===== src/hw/rtl/clkh_pkg.sv =====
// Shared types and constants for the clock hand frame generator.
// Used by the top level, the color scaling unit and the port checker.
package clkh_pkg;

  localparam int unsigned NUM_LEDS_DEF = 60;
  localparam int unsigned IDX_W        = 6;
  localparam int unsigned ADDR_W       = 5;
  localparam int unsigned DATA_W       = 32;
  localparam int unsigned NUM_HANDS    = 3;

  localparam int unsigned HAND_HOUR    = 0;
  localparam int unsigned HAND_MINUTE  = 1;
  localparam int unsigned HAND_SECOND  = 2;

  // floor(x / 100) == (x * RECIP_100) >> RECIP_SHIFT for x <= 255 * 127
  localparam logic [12:0] RECIP_100    = 13'd5243;
  localparam int unsigned RECIP_SHIFT  = 19;

  localparam logic [6:0]  BRIGHTNESS_RST   = 7'd25;
  localparam logic        SHOW_SECONDS_RST = 1'b1;
  localparam logic        DISPLAY_ON_RST   = 1'b1;
  localparam logic [23:0] HOUR_COLOR_RST   = 24'hFF0000;
  localparam logic [23:0] MINUTE_COLOR_RST = 24'h00FF00;
  localparam logic [23:0] SECOND_COLOR_RST = 24'h0000FF;

  typedef enum logic [2:0] {
    REG_BRIGHTNESS   = 3'd0,
    REG_SHOW_SECONDS = 3'd1,
    REG_DISPLAY_ON   = 3'd2,
    REG_HOUR_COLOR   = 3'd3,
    REG_MINUTE_COLOR = 3'd4,
    REG_SECOND_COLOR = 3'd5
  } reg_idx_e;

  typedef struct packed {
    logic [7:0] red;
    logic [7:0] green;
    logic [7:0] blue;
  } rgb_t;

endpackage


===== src/hw/rtl/clkh_scale.sv =====
// Brightness scaling of the three hand colors, two register stages.
// Depends on clkh_pkg (rgb_t, reciprocal constants).
module clkh_scale (
  input  logic                                  clk_i,
  input  logic [6:0]                            brightness_i,
  input  logic [clkh_pkg::NUM_HANDS-1:0][23:0]  color_i,
  output clkh_pkg::rgb_t [clkh_pkg::NUM_HANDS-1:0] scaled_o
);
  import clkh_pkg::*;

  logic [NUM_HANDS-1:0][2:0][14:0] prod_d, prod_q;
  logic [NUM_HANDS-1:0][2:0][27:0] quo;
  logic [NUM_HANDS-1:0][2:0][7:0]  chan;
  rgb_t [NUM_HANDS-1:0]            scaled_d, scaled_q;

  always_comb begin
    for (int h = 0; h < NUM_HANDS; h++) begin
      for (int c = 0; c < 3; c++) begin
        prod_d[h][c] = 15'(color_i[h][8*c +: 8]) * 15'(brightness_i);
      end
    end
  end

  always_comb begin
    for (int h = 0; h < NUM_HANDS; h++) begin
      for (int c = 0; c < 3; c++) begin
        quo[h][c]  = 28'(prod_q[h][c]) * 28'(RECIP_100);
        chan[h][c] = quo[h][c][RECIP_SHIFT+8] ? 8'hFF
                                              : quo[h][c][RECIP_SHIFT+7:RECIP_SHIFT];
      end
      scaled_d[h] = {chan[h][2], chan[h][1], chan[h][0]};
    end
  end

  always_ff @(posedge clk_i) begin
    prod_q   <= prod_d;
    scaled_q <= scaled_d;
  end

  assign scaled_o = scaled_q;

endmodule


===== src/hw/rtl/clock_hand_frame_generator.sv =====
// Clock hand frame generator: one time transaction in, one frame of NumLeds pixels out.
// The first pixel of a frame passes through the sequencer register and pipe stages 1, 2 and 3 before it is valid.
// Throughput: one pixel per cycle while out_stall_i does not hold the pipe; the next time transaction is
// accepted in the cycle the previous frame issues its last pixel into the 3-stage pixel pipe.
// Reset (rst_ni low, async): pipe valids clear, configuration registers return to their reset values.
// Depends on clkh_pkg and clkh_scale.
module clock_hand_frame_generator #(
  parameter int unsigned NumLeds = clkh_pkg::NUM_LEDS_DEF
) (
  input  logic                          clk_i,
  input  logic                          rst_ni,
  input  logic                          psel,
  input  logic                          penable,
  input  logic                          pwrite,
  input  logic [clkh_pkg::ADDR_W-1:0]   paddr,
  input  logic [clkh_pkg::DATA_W-1:0]   pwdata,
  output logic [clkh_pkg::DATA_W-1:0]   prdata,
  output logic                          pready,
  input  logic                          in_valid_i,
  output logic                          in_stall_o,
  input  logic [4:0]                    hour_i,
  input  logic [5:0]                    minute_i,
  input  logic [5:0]                    second_i,
  output logic                          out_valid_o,
  input  logic                          out_stall_i,
  output logic [clkh_pkg::IDX_W-1:0]    led_index_o,
  output logic [7:0]                    red_o,
  output logic [7:0]                    green_o,
  output logic [7:0]                    blue_o,
  output logic                          last_o
);
  import clkh_pkg::*;

  localparam logic [IDX_W-1:0] LastIdx = IDX_W'(NumLeds - 1);
  localparam logic [IDX_W:0]   RingLen = (IDX_W+1)'(NumLeds);

  // configuration registers
  logic [6:0]  brightness_q;
  logic        show_seconds_q, display_on_q;
  logic [23:0] hour_color_q, minute_color_q, second_color_q;
  logic        cfg_wr;
  logic [2:0]  cfg_idx;

  assign pready  = 1'b1;
  assign cfg_wr  = psel & penable & pwrite;
  assign cfg_idx = paddr[4:2];

  always_ff @(posedge clk_i or negedge rst_ni) begin
    if (!rst_ni) begin
      brightness_q   <= BRIGHTNESS_RST;
      show_seconds_q <= SHOW_SECONDS_RST;
      display_on_q   <= DISPLAY_ON_RST;
      hour_color_q   <= HOUR_COLOR_RST;
      minute_color_q <= MINUTE_COLOR_RST;
      second_color_q <= SECOND_COLOR_RST;
    end else if (cfg_wr) begin
      unique case (cfg_idx)
        REG_BRIGHTNESS:   brightness_q   <= pwdata[6:0];
        REG_SHOW_SECONDS: show_seconds_q <= pwdata[0];
        REG_DISPLAY_ON:   display_on_q   <= pwdata[0];
        REG_HOUR_COLOR:   hour_color_q   <= pwdata[23:0];
        REG_MINUTE_COLOR: minute_color_q <= pwdata[23:0];
        REG_SECOND_COLOR: second_color_q <= pwdata[23:0];
        default: ;
      endcase
    end
  end

  always_comb begin
    unique case (cfg_idx)
      REG_BRIGHTNESS:   prdata = DATA_W'(brightness_q);
      REG_SHOW_SECONDS: prdata = DATA_W'(show_seconds_q);
      REG_DISPLAY_ON:   prdata = DATA_W'(display_on_q);
      REG_HOUR_COLOR:   prdata = DATA_W'(hour_color_q);
      REG_MINUTE_COLOR: prdata = DATA_W'(minute_color_q);
      REG_SECOND_COLOR: prdata = DATA_W'(second_color_q);
      default:          prdata = '0;
    endcase
  end

  // scaled hand colors, follow the registers through the prod_q and scaled_q registers of clkh_scale
  rgb_t [NUM_HANDS-1:0]        scaled;
  logic [NUM_HANDS-1:0][23:0]  colors;

  assign colors[HAND_HOUR]   = hour_color_q;
  assign colors[HAND_MINUTE] = minute_color_q;
  assign colors[HAND_SECOND] = second_color_q;

  clkh_scale u_scale (
    .clk_i       (clk_i),
    .brightness_i(brightness_q),
    .color_i     (colors),
    .scaled_o    (scaled)
  );

  // hand positions of the incoming transaction
  logic [3:0]       hour12;
  logic [IDX_W:0]   hour_off, min_red, sec_red;
  logic [IDX_W-1:0] hour_pos, min_pos, sec_pos;

  always_comb begin
    if (hour_i >= 5'd24) begin
      hour12 = 4'(hour_i - 5'd24);
    end else if (hour_i >= 5'd12) begin
      hour12 = 4'(hour_i - 5'd12);
    end else begin
      hour12 = hour_i[3:0];
    end
    hour_off = (IDX_W+1)'({hour12, 2'b00}) + (IDX_W+1)'(hour12);
    min_red  = ({1'b0, minute_i} >= RingLen) ? {1'b0, minute_i} - RingLen : {1'b0, minute_i};
    sec_red  = ({1'b0, second_i} >= RingLen) ? {1'b0, second_i} - RingLen : {1'b0, second_i};
    hour_pos = (hour_off == '0) ? '0 : IDX_W'(RingLen - hour_off);
    min_pos  = (min_red == '0)  ? '0 : IDX_W'(RingLen - min_red);
    sec_pos  = (sec_red == '0)  ? '0 : IDX_W'(RingLen - sec_red);
  end

  // frame sequencer and pixel pipe handshake
  logic             item_v_q;
  logic [IDX_W-1:0] idx_q, hp_q, mp_q, sp_q;
  logic             s1_v_q, s2_v_q, s3_v_q;
  logic             s1_rdy, s2_rdy, s3_rdy;
  logic             issue, item_done, in_acc;

  assign s3_rdy     = !s3_v_q || !out_stall_i;
  assign s2_rdy     = !s2_v_q || s3_rdy;
  assign s1_rdy     = !s1_v_q || s2_rdy;
  assign issue      = item_v_q && s1_rdy;
  assign item_done  = issue && (idx_q == LastIdx);
  assign in_stall_o = item_v_q && !item_done;
  assign in_acc     = in_valid_i && !in_stall_o;

  always_ff @(posedge clk_i or negedge rst_ni) begin
    if (!rst_ni) begin
      item_v_q <= 1'b0;
      idx_q    <= '0;
    end else begin
      if (in_acc) begin
        item_v_q <= 1'b1;
        idx_q    <= '0;
      end else if (issue) begin
        item_v_q <= !item_done;
        idx_q    <= idx_q + IDX_W'(1);
      end
    end
  end

  always_ff @(posedge clk_i) begin
    if (in_acc) begin
      hp_q <= hour_pos;
      mp_q <= min_pos;
      sp_q <= sec_pos;
    end
  end

  // stage 1: hand hits
  logic [IDX_W-1:0]     s1_idx_q;
  logic                 s1_last_q;
  logic [NUM_HANDS-1:0] s1_hit_q, s1_hit_d;

  always_comb begin
    s1_hit_d[HAND_HOUR]   = display_on_q && (idx_q == hp_q);
    s1_hit_d[HAND_MINUTE] = display_on_q && (idx_q == mp_q);
    s1_hit_d[HAND_SECOND] = display_on_q && show_seconds_q && (idx_q == sp_q);
  end

  // stage 2: channel sums, stage 3: saturation into the output register
  logic [IDX_W-1:0] s2_idx_q;
  logic             s2_last_q;
  logic [2:0][9:0]  s2_sum_q, s2_sum_d;
  rgb_t             pick [NUM_HANDS];
  logic [IDX_W-1:0] s3_idx_q;
  logic             s3_last_q;
  rgb_t             s3_pix_q, s3_pix_d;

  always_comb begin
    for (int h = 0; h < NUM_HANDS; h++) begin
      pick[h] = s1_hit_q[h] ? scaled[h] : '0;
    end
    s2_sum_d[2] = 10'(pick[0].red)   + 10'(pick[1].red)   + 10'(pick[2].red);
    s2_sum_d[1] = 10'(pick[0].green) + 10'(pick[1].green) + 10'(pick[2].green);
    s2_sum_d[0] = 10'(pick[0].blue)  + 10'(pick[1].blue)  + 10'(pick[2].blue);
    s3_pix_d.red   = (s2_sum_q[2] > 10'd255) ? 8'hFF : s2_sum_q[2][7:0];
    s3_pix_d.green = (s2_sum_q[1] > 10'd255) ? 8'hFF : s2_sum_q[1][7:0];
    s3_pix_d.blue  = (s2_sum_q[0] > 10'd255) ? 8'hFF : s2_sum_q[0][7:0];
  end

  always_ff @(posedge clk_i or negedge rst_ni) begin
    if (!rst_ni) begin
      s1_v_q <= 1'b0;
      s2_v_q <= 1'b0;
      s3_v_q <= 1'b0;
    end else begin
      if (s1_rdy) s1_v_q <= issue;
      if (s2_rdy) s2_v_q <= s1_v_q;
      if (s3_rdy) s3_v_q <= s2_v_q;
    end
  end

  always_ff @(posedge clk_i) begin
    if (issue) begin
      s1_idx_q  <= idx_q;
      s1_last_q <= (idx_q == LastIdx);
      s1_hit_q  <= s1_hit_d;
    end
    if (s2_rdy && s1_v_q) begin
      s2_idx_q  <= s1_idx_q;
      s2_last_q <= s1_last_q;
      s2_sum_q  <= s2_sum_d;
    end
    if (s3_rdy && s2_v_q) begin
      s3_idx_q  <= s2_idx_q;
      s3_last_q <= s2_last_q;
      s3_pix_q  <= s3_pix_d;
    end
  end

  assign out_valid_o = s3_v_q;
  assign led_index_o = s3_idx_q;
  assign red_o       = s3_pix_q.red;
  assign green_o     = s3_pix_q.green;
  assign blue_o      = s3_pix_q.blue;
  assign last_o      = s3_last_q;

endmodule


===== config.mk =====
export PLATFORM = sky130hd
export DESIGN_NAME = clock_hand_frame_generator
export DESIGN_NICKNAME = d
export VERILOG_FILES = /design/src/hw/rtl/clkh_pkg.sv /design/src/hw/rtl/clkh_scale.sv /design/src/hw/rtl/clock_hand_frame_generator.sv
export SDC_FILE = /design/constraint.sdc
export NUM_CORES = 2
export LEC_CHECK = 0
export BUFFER_PORTS_ARGS = -buffer_cell sky130_fd_sc_hd__buf_2
export CORE_MARGIN = 3
export CORE_UTILIZATION = 50
export CTS_CLUSTER_SIZE = 8
export DETAILED_ROUTE_END_ITERATION = 12
export PLACE_DENSITY = 0.77
export SETUP_SLACK_MARGIN = 0.4
export SYNTH_ARGS = -nofsm -noshare
export SYNTH_HDL_FRONTEND = slang
export SYNTH_SLANG_ARGS = --single-unit

===== constraint.sdc =====
create_clock -name clk_i -period 4.72 [get_ports clk_i]
set_input_delay 1.18 -clock clk_i [delete_from_list [all_inputs] [get_ports clk_i]]
set_output_delay 1.18 -clock clk_i [all_outputs]
set_load 0.1 [all_outputs]

# Word level (Yosys, flattened, before mapping)
# Index checks and enable logic that the tools add are counted.
dict set report word_totals {
  register_bits 394
  in_bits 61
  output_inout_bits 66
  wordCells 138
}
dict set report op_classes {
  addsub 15
  n_mul 18
  magnitude_cmp 7
  eq_ne 9
  n_mux 12
  n_bitwise 2
  n_reduce_logical 30
}
# operator count
set ops {}
lappend ops {{multiplier 15 x 13 -> 28 bit (second input constant)} 9}
lappend ops {{one-hot mux 24 bit (6 select lines)} 1}
lappend ops {{multiplier 8 x 7 -> 15 bit} 9}
lappend ops {{2-to-1 mux 24 bit} 3}
lappend ops {{adder 9 x 8 -> 10 bit} 3}
lappend ops {{greater-than comparator 10 x 8 -> 1 bit (second input constant)} 3}
lappend ops {{adder 8 x 8 -> 9 bit} 3}
lappend ops {{logical NOT 7 bit} 3}
lappend ops {{equality test 6 bit} 3}
lappend ops {{subtractor 6 bit (first input constant)} 3}
lappend ops {{2-to-1 mux 7 bit} 2}
lappend ops {{subtractor 6 x 6 -> 7 bit (second input constant)} 2}
lappend ops {{>= comparator 6 bit (second input constant)} 2}
lappend ops {{2-to-1 mux 6 bit} 2}
lappend ops {{AND reduction 2 bit} 6}
lappend ops {{logical AND 1 bit} 10}
lappend ops {{2-to-1 mux 4 bit} 2}
lappend ops {{subtractor 4 bit (second input constant)} 2}
lappend ops {{adder 6 x 4 -> 7 bit} 1}
lappend ops {{adder 6 x 1 -> 6 bit (second input constant)} 1}
lappend ops {{equality test 3 x 2 -> 1 bit (second input constant)} 2}
lappend ops {{equality test 3 bit (second input constant)} 2}
lappend ops {{equality test 6 bit (second input constant)} 1}
lappend ops {{logical NOT 1 bit} 6}
lappend ops {{other kinds (8)} 12}

# Longest topological paths before layout
dict set report depth {
  ltp_word 11
  depth_mapped 20
  ltp_nobuf 19
}

# Modules after synthesis
# From an unflattened synthesis, not the netlist that was laid out.
dict set report unflattened {
  cells_unflattened 6150
  hier_area_um2 61751.7
}
# mod instances cells_each area_each_um2 seq_area_each_um2
set by_module_without_submodules {}
lappend by_module_without_submodules {clkh_scale 1 5314 51768.4 4144.0}
lappend by_module_without_submodules {clock_hand_frame_generator 1 836 9983.3 5196.2}

# Least setup slack after synthesis
# No wires, ideal clock.
dict set report synth_timing {
  path_kind {input -> output}
  start {input port paddr[2] (netlist name)}
  end {output port prdata[10] (netlist name)}
  t_arrival_ps 4292
  t_required_ps 3540
  path_slack_ps -752
  stages 4
  n_path_buf 2
  path_cell_list {buf_1 > clkbuf_1 > mux2i_1 > o21ai_0}
}
dict set report synth_between {
  elab_chain_len 2
  word_cells_on_any_way 7
  cone_classes {eq/ne (5); mux (1); reduce/logical (1)}
}
# element line_no
set synth_rtl {}
lappend synth_rtl {{start: declaration} clock_hand_frame_generator.sv:15} ;# input logic [clkh_pkg::ADDR_W-1:0] paddr,
lappend synth_rtl {{equality test 3 bit (tied with other cells)} clock_hand_frame_generator.sv:70} ;# unique case (cfg_idx)
lappend synth_rtl {{one-hot mux 24 bit (6 select lines) (*)} clock_hand_frame_generator.sv:70}
lappend synth_rtl {{end: declaration} clock_hand_frame_generator.sv:17} ;# output logic [clkh_pkg::DATA_W-1:0] prdata,
# Mark *: on every way between the ends. The rest lies on a longest branch, timed or not.

# Worst setup path in the final report
dict set report layout_timing {
  start {register u_scale.prod_q[54] (netlist name)}
  end {register u_scale.scaled_q, in the netlist u_scale.scaled_o[31]}
}
dict set report layout_between {
  elab_chain_len 1
}
# element line_no
set layout_rtl {}
lappend layout_rtl {{start: declaration} clkh_scale.sv:11} ;# logic [NUM_HANDS-1:0][2:0][14:0] prod_d, prod_q;
lappend layout_rtl {{start signal: assignment} clkh_scale.sv:36} ;# prod_q <= prod_d;
lappend layout_rtl {{multiplier 15 x 13 -> 28 bit} clkh_scale.sv:27} ;# quo[h][c] = 28'(prod_q[h][c]) * 28'(RECIP_100);
lappend layout_rtl {{end signal: assignment} clkh_scale.sv:37} ;# scaled_q <= scaled_d;
lappend layout_rtl {{end: declaration} clkh_scale.sv:14} ;# rgb_t [NUM_HANDS-1:0] scaled_d, scaled_q;
# Every way passes these cells.
# A chain may end at the register's enable or synchronous reset.

==> metrics.txt <==
status complete, but fails checks; failing checks negative setup slack; port bufs between 100 and 150; YS warnings 0; Clock transition at path regs roughly 0.06 ns; setup_tns -10.67 ns; Hold Buf Count CTS 0; Worst-Skew Late Latency around 0.7 ns; IO Count between 100 and 150; R2R Path End u_scale.scaled_o[31]; RePlAce Congestion between 0.8 and 0.9; Seq/Total Area, Yosys between 10% and 20%; critical path's most frequent cell fa_1; DR iter-0 viols around 2,300; nature of the critical path startpoint flip-flop; largest net degree at the start of global routing 65; Critical Path RT 5.21 ns; num rows 127; crit-path cells buf_12 > ha_4 > fa_1 > fa_1 > fa_1 > inv_1 > fa_1 > inv_2 > ha_4 > a21o_1 > a2111oi_4 > o21ai_2 > o32ai_4 > o221ai_2 > a41oi_2 > buf_4 > nand2b_4 > a2111oi_4 > a31oi_1; Period minus WS final 5.17 ns; DR vias/cell a little over 5; Fmax between 0.15 and 0.2 GHz; Slew HR 31.6%; Fillers 9,062; Netlist cell types 84; first-pass GRT wire length between 200 and 250 mm; Worst Tran Pin Value 1.03 ns; H-tree levels 2; syn_area_per_cell approximately 10 um2; total CTS buffers 58; most common cell after layout, fill and taps aside inv_1; CTS tree yes; Chip Height around 360 um; R2R setup slack -0.45 ns; Max Slew Vio Count 0; max cap viols 0; post-route cell area about 0.074 mm2; via count around 44,000; first-pass detailed-route iteration total 5; WL final ~150 mm; Cell Area, Synth just over 0.06 mm2; Worst path max stage delay 0.54 ns; critical path type flip-flop to flip-flop; drt wl/cell between 15 and 20 um; WHS Path Cells 0; Worst Hold End s2_idx_q[4]; Worst R2R Start u_scale.prod_q[54]; min-delay worst type flip-flop to flip-flop; Worst path slowest cell fa_1; placed cells ~8,000; post-route ant nets 0; share of layout cells above drive strength 1 22.7%; #FFs+latches synth 394; core area 0.121 mm2; final hold violation count 0; Starting Density 50.7%; predominant post-synthesis flop cell dfxtp_1; maximum root-to-sink buffer count 3; Worst EP arrival 5.65 ns; DP Area about 0.068 mm2; # setup viols final 65; CP Capture Type flip-flop; initial antenna violation count 16; Die ar. between 0.1 and 0.15 mm2; EDFF count, synth 96; post-DP HPWL 113 mm; period utilization 110%; Layout area overhead 20.4%; cells after synthesis 6,076; hold slack between 0.4 and 0.5 ns; unrepaired setup endpoints after global routing true; non-filler instance count after layout between 8,000 and 9,000; vias in the first global route about 48,000; total track usage 23.0%; async set or reset register ratio after synthesis ~23%; Critical Path Fanout Max 6; Reg2Reg Depth 19; Final Skew ~0.063 ns; hold path start s1_idx_q[4]; most frequent cells in the layout inv_1, ha_1, fa_1; Sink Count about 400; die width ~360 um; GR Overflow Total 0; CTS root buf clkbuf_16; Final #Nets 8,921; # DRC 0; Final WS setup -0.450 ns
==> layout make-up <==
cell class / count / area [um2] / share of cell area, %
clock inverters: 7 / 139 / 0.189
well taps: 1612 / 2020 / 2.74
diodes: 7 / 17.5 / 0.0238
flip-flops and latches: 394 / 9660 / 13.1
inverters: 1469 / 5520 / 7.50
multi-input cells: 4095 / 48700 / 66.2
clock buffers: 102 / 1670 / 2.27
repair buffers: 704 / 5840 / 7.94
==> kinds of logic after synthesis <==
family                     Yosys count  share of synthesized area (%)
adders and majority gates         2138                           55.0
buffers and inverters             1594                           9.85
and+or+nand+nor                   1085                           8.95
AOI/OAI and AO/OA                  530                           5.72
DFF                                394                           15.3
xor gates and xnor gates           222                           3.21
muxes                              111                           2.00
other                                2                         0.0123
==> flip-flops by register name, indices dropped and copies added (netlist names), 3 cells and up <==
name              flops
green_o               8
hour_color_q         24
s2_idx_q              6
u_scale.scaled_o     72
u_scale.prod_q      135
s1_idx_q              6
idx_q                 6
s2_sum_q             30
s1_hit_q              3
second_color_q       24
led_index_o           6
minute_color_q       24
sp_q                  6
brightness_q          7
mp_q                  6
hp_q                  6
red_o                 8
blue_o                8
==> worst max-delay path, delay by kind of cell, from the launching register on <==
family / cells / cell delay (ns)
buffers and inverters: 4 / 0.39
AOI/OAI and AO/OA: 8 / 1.65
adders and majority gates: 6 / 2.46
DFF: 1 / 0.38
and+or+nand+nor: 1 / 0.06
==> cells in the mapped netlist (8+ instances only) <==
library cell / count / area [um2]
a211oi_1: 16 / 120
a21o_1: 66 / 495
a21oi_1: 157 / 786
a22oi_1: 8 / 60.1
a31oi_1: 11 / 68.8
and2_1: 323 / 2020
and3_1: 15 / 93.8
buf_1: 15 / 56.3
buf_4: 9 / 67.6
clkbuf_1: 98 / 368
dfrtp_1: 62 / 1550
dfstp_2: 29 / 762
dfxtp_1: 207 / 4140
edfxtp_1: 96 / 2880
fa_1: 910 / 18200
ha_1: 1228 / 15400
inv_1: 1469 / 5510
mux2_2: 81 / 912
mux2i_1: 29 / 290
nand2_1: 387 / 1450
nand2b_1: 16 / 100
nand3_1: 43 / 215
nand4_1: 29 / 181
nor2_1: 112 / 420
nor2b_1: 35 / 219
nor3_1: 49 / 245
nor4_1: 9 / 56.3
o211ai_1: 8 / 60.1
o21a_1: 37 / 278
o21ai_0: 109 / 546
o21bai_1: 32 / 240
o22ai_1: 8 / 50.1
or2_2: 13 / 81.3
or3_1: 31 / 194
xnor2_1: 146 / 1280
xor2_1: 74 / 648
==> through the flow <==
stage	setup WS, ns	util, %
after floorplan	-0.194	-
after global placement	-0.475	56.2
after detailed placement	-0.559	56.2
after CTS	-0.534	59.9
after global routing	-0.654	61.0
final	-0.450	61.0
==> worst max path at each step <==
stage / startpoint / endpoint / slack, ns / cells after the start
final: u_scale.prod_q[54] / u_scale.scaled_o[31] / -0.45 / 19
after global routing: u_scale.prod_q[55] / u_scale.scaled_o[31] / -0.65 / 20
after CTS: u_scale.prod_q[54] / u_scale.scaled_o[31] / -0.53 / 19
after detailed placement: u_scale.prod_q[55] / u_scale.scaled_o[28] / -0.56 / 19
after global placement: u_scale.prod_q[55] / u_scale.scaled_o[28] / -0.48 / 19
after floorplan: u_scale.prod_q[55] / u_scale.scaled_o[27] / -0.19 / 19
==> repair_timing <==
action	in CTS	in global routing
pin swaps	326	183
setup buffers	106	65
gates resized for setup	356	198
gates cloned	4	1
endpoints found under the setup margin	119	126
==> metal layers <==
layer,wire length [um],track usage (%),up-vias
met4,4300,6.62,6
met2,71000,39.3,1040
met5,39,0,-
met3,9300,4.36,263
li1,-,-,20500
met1,60600,29.6,21800
Power is left out: the tool's default activity adds up to more than one toggle a clock period on the data nets, which glitch-free logic cannot reach.
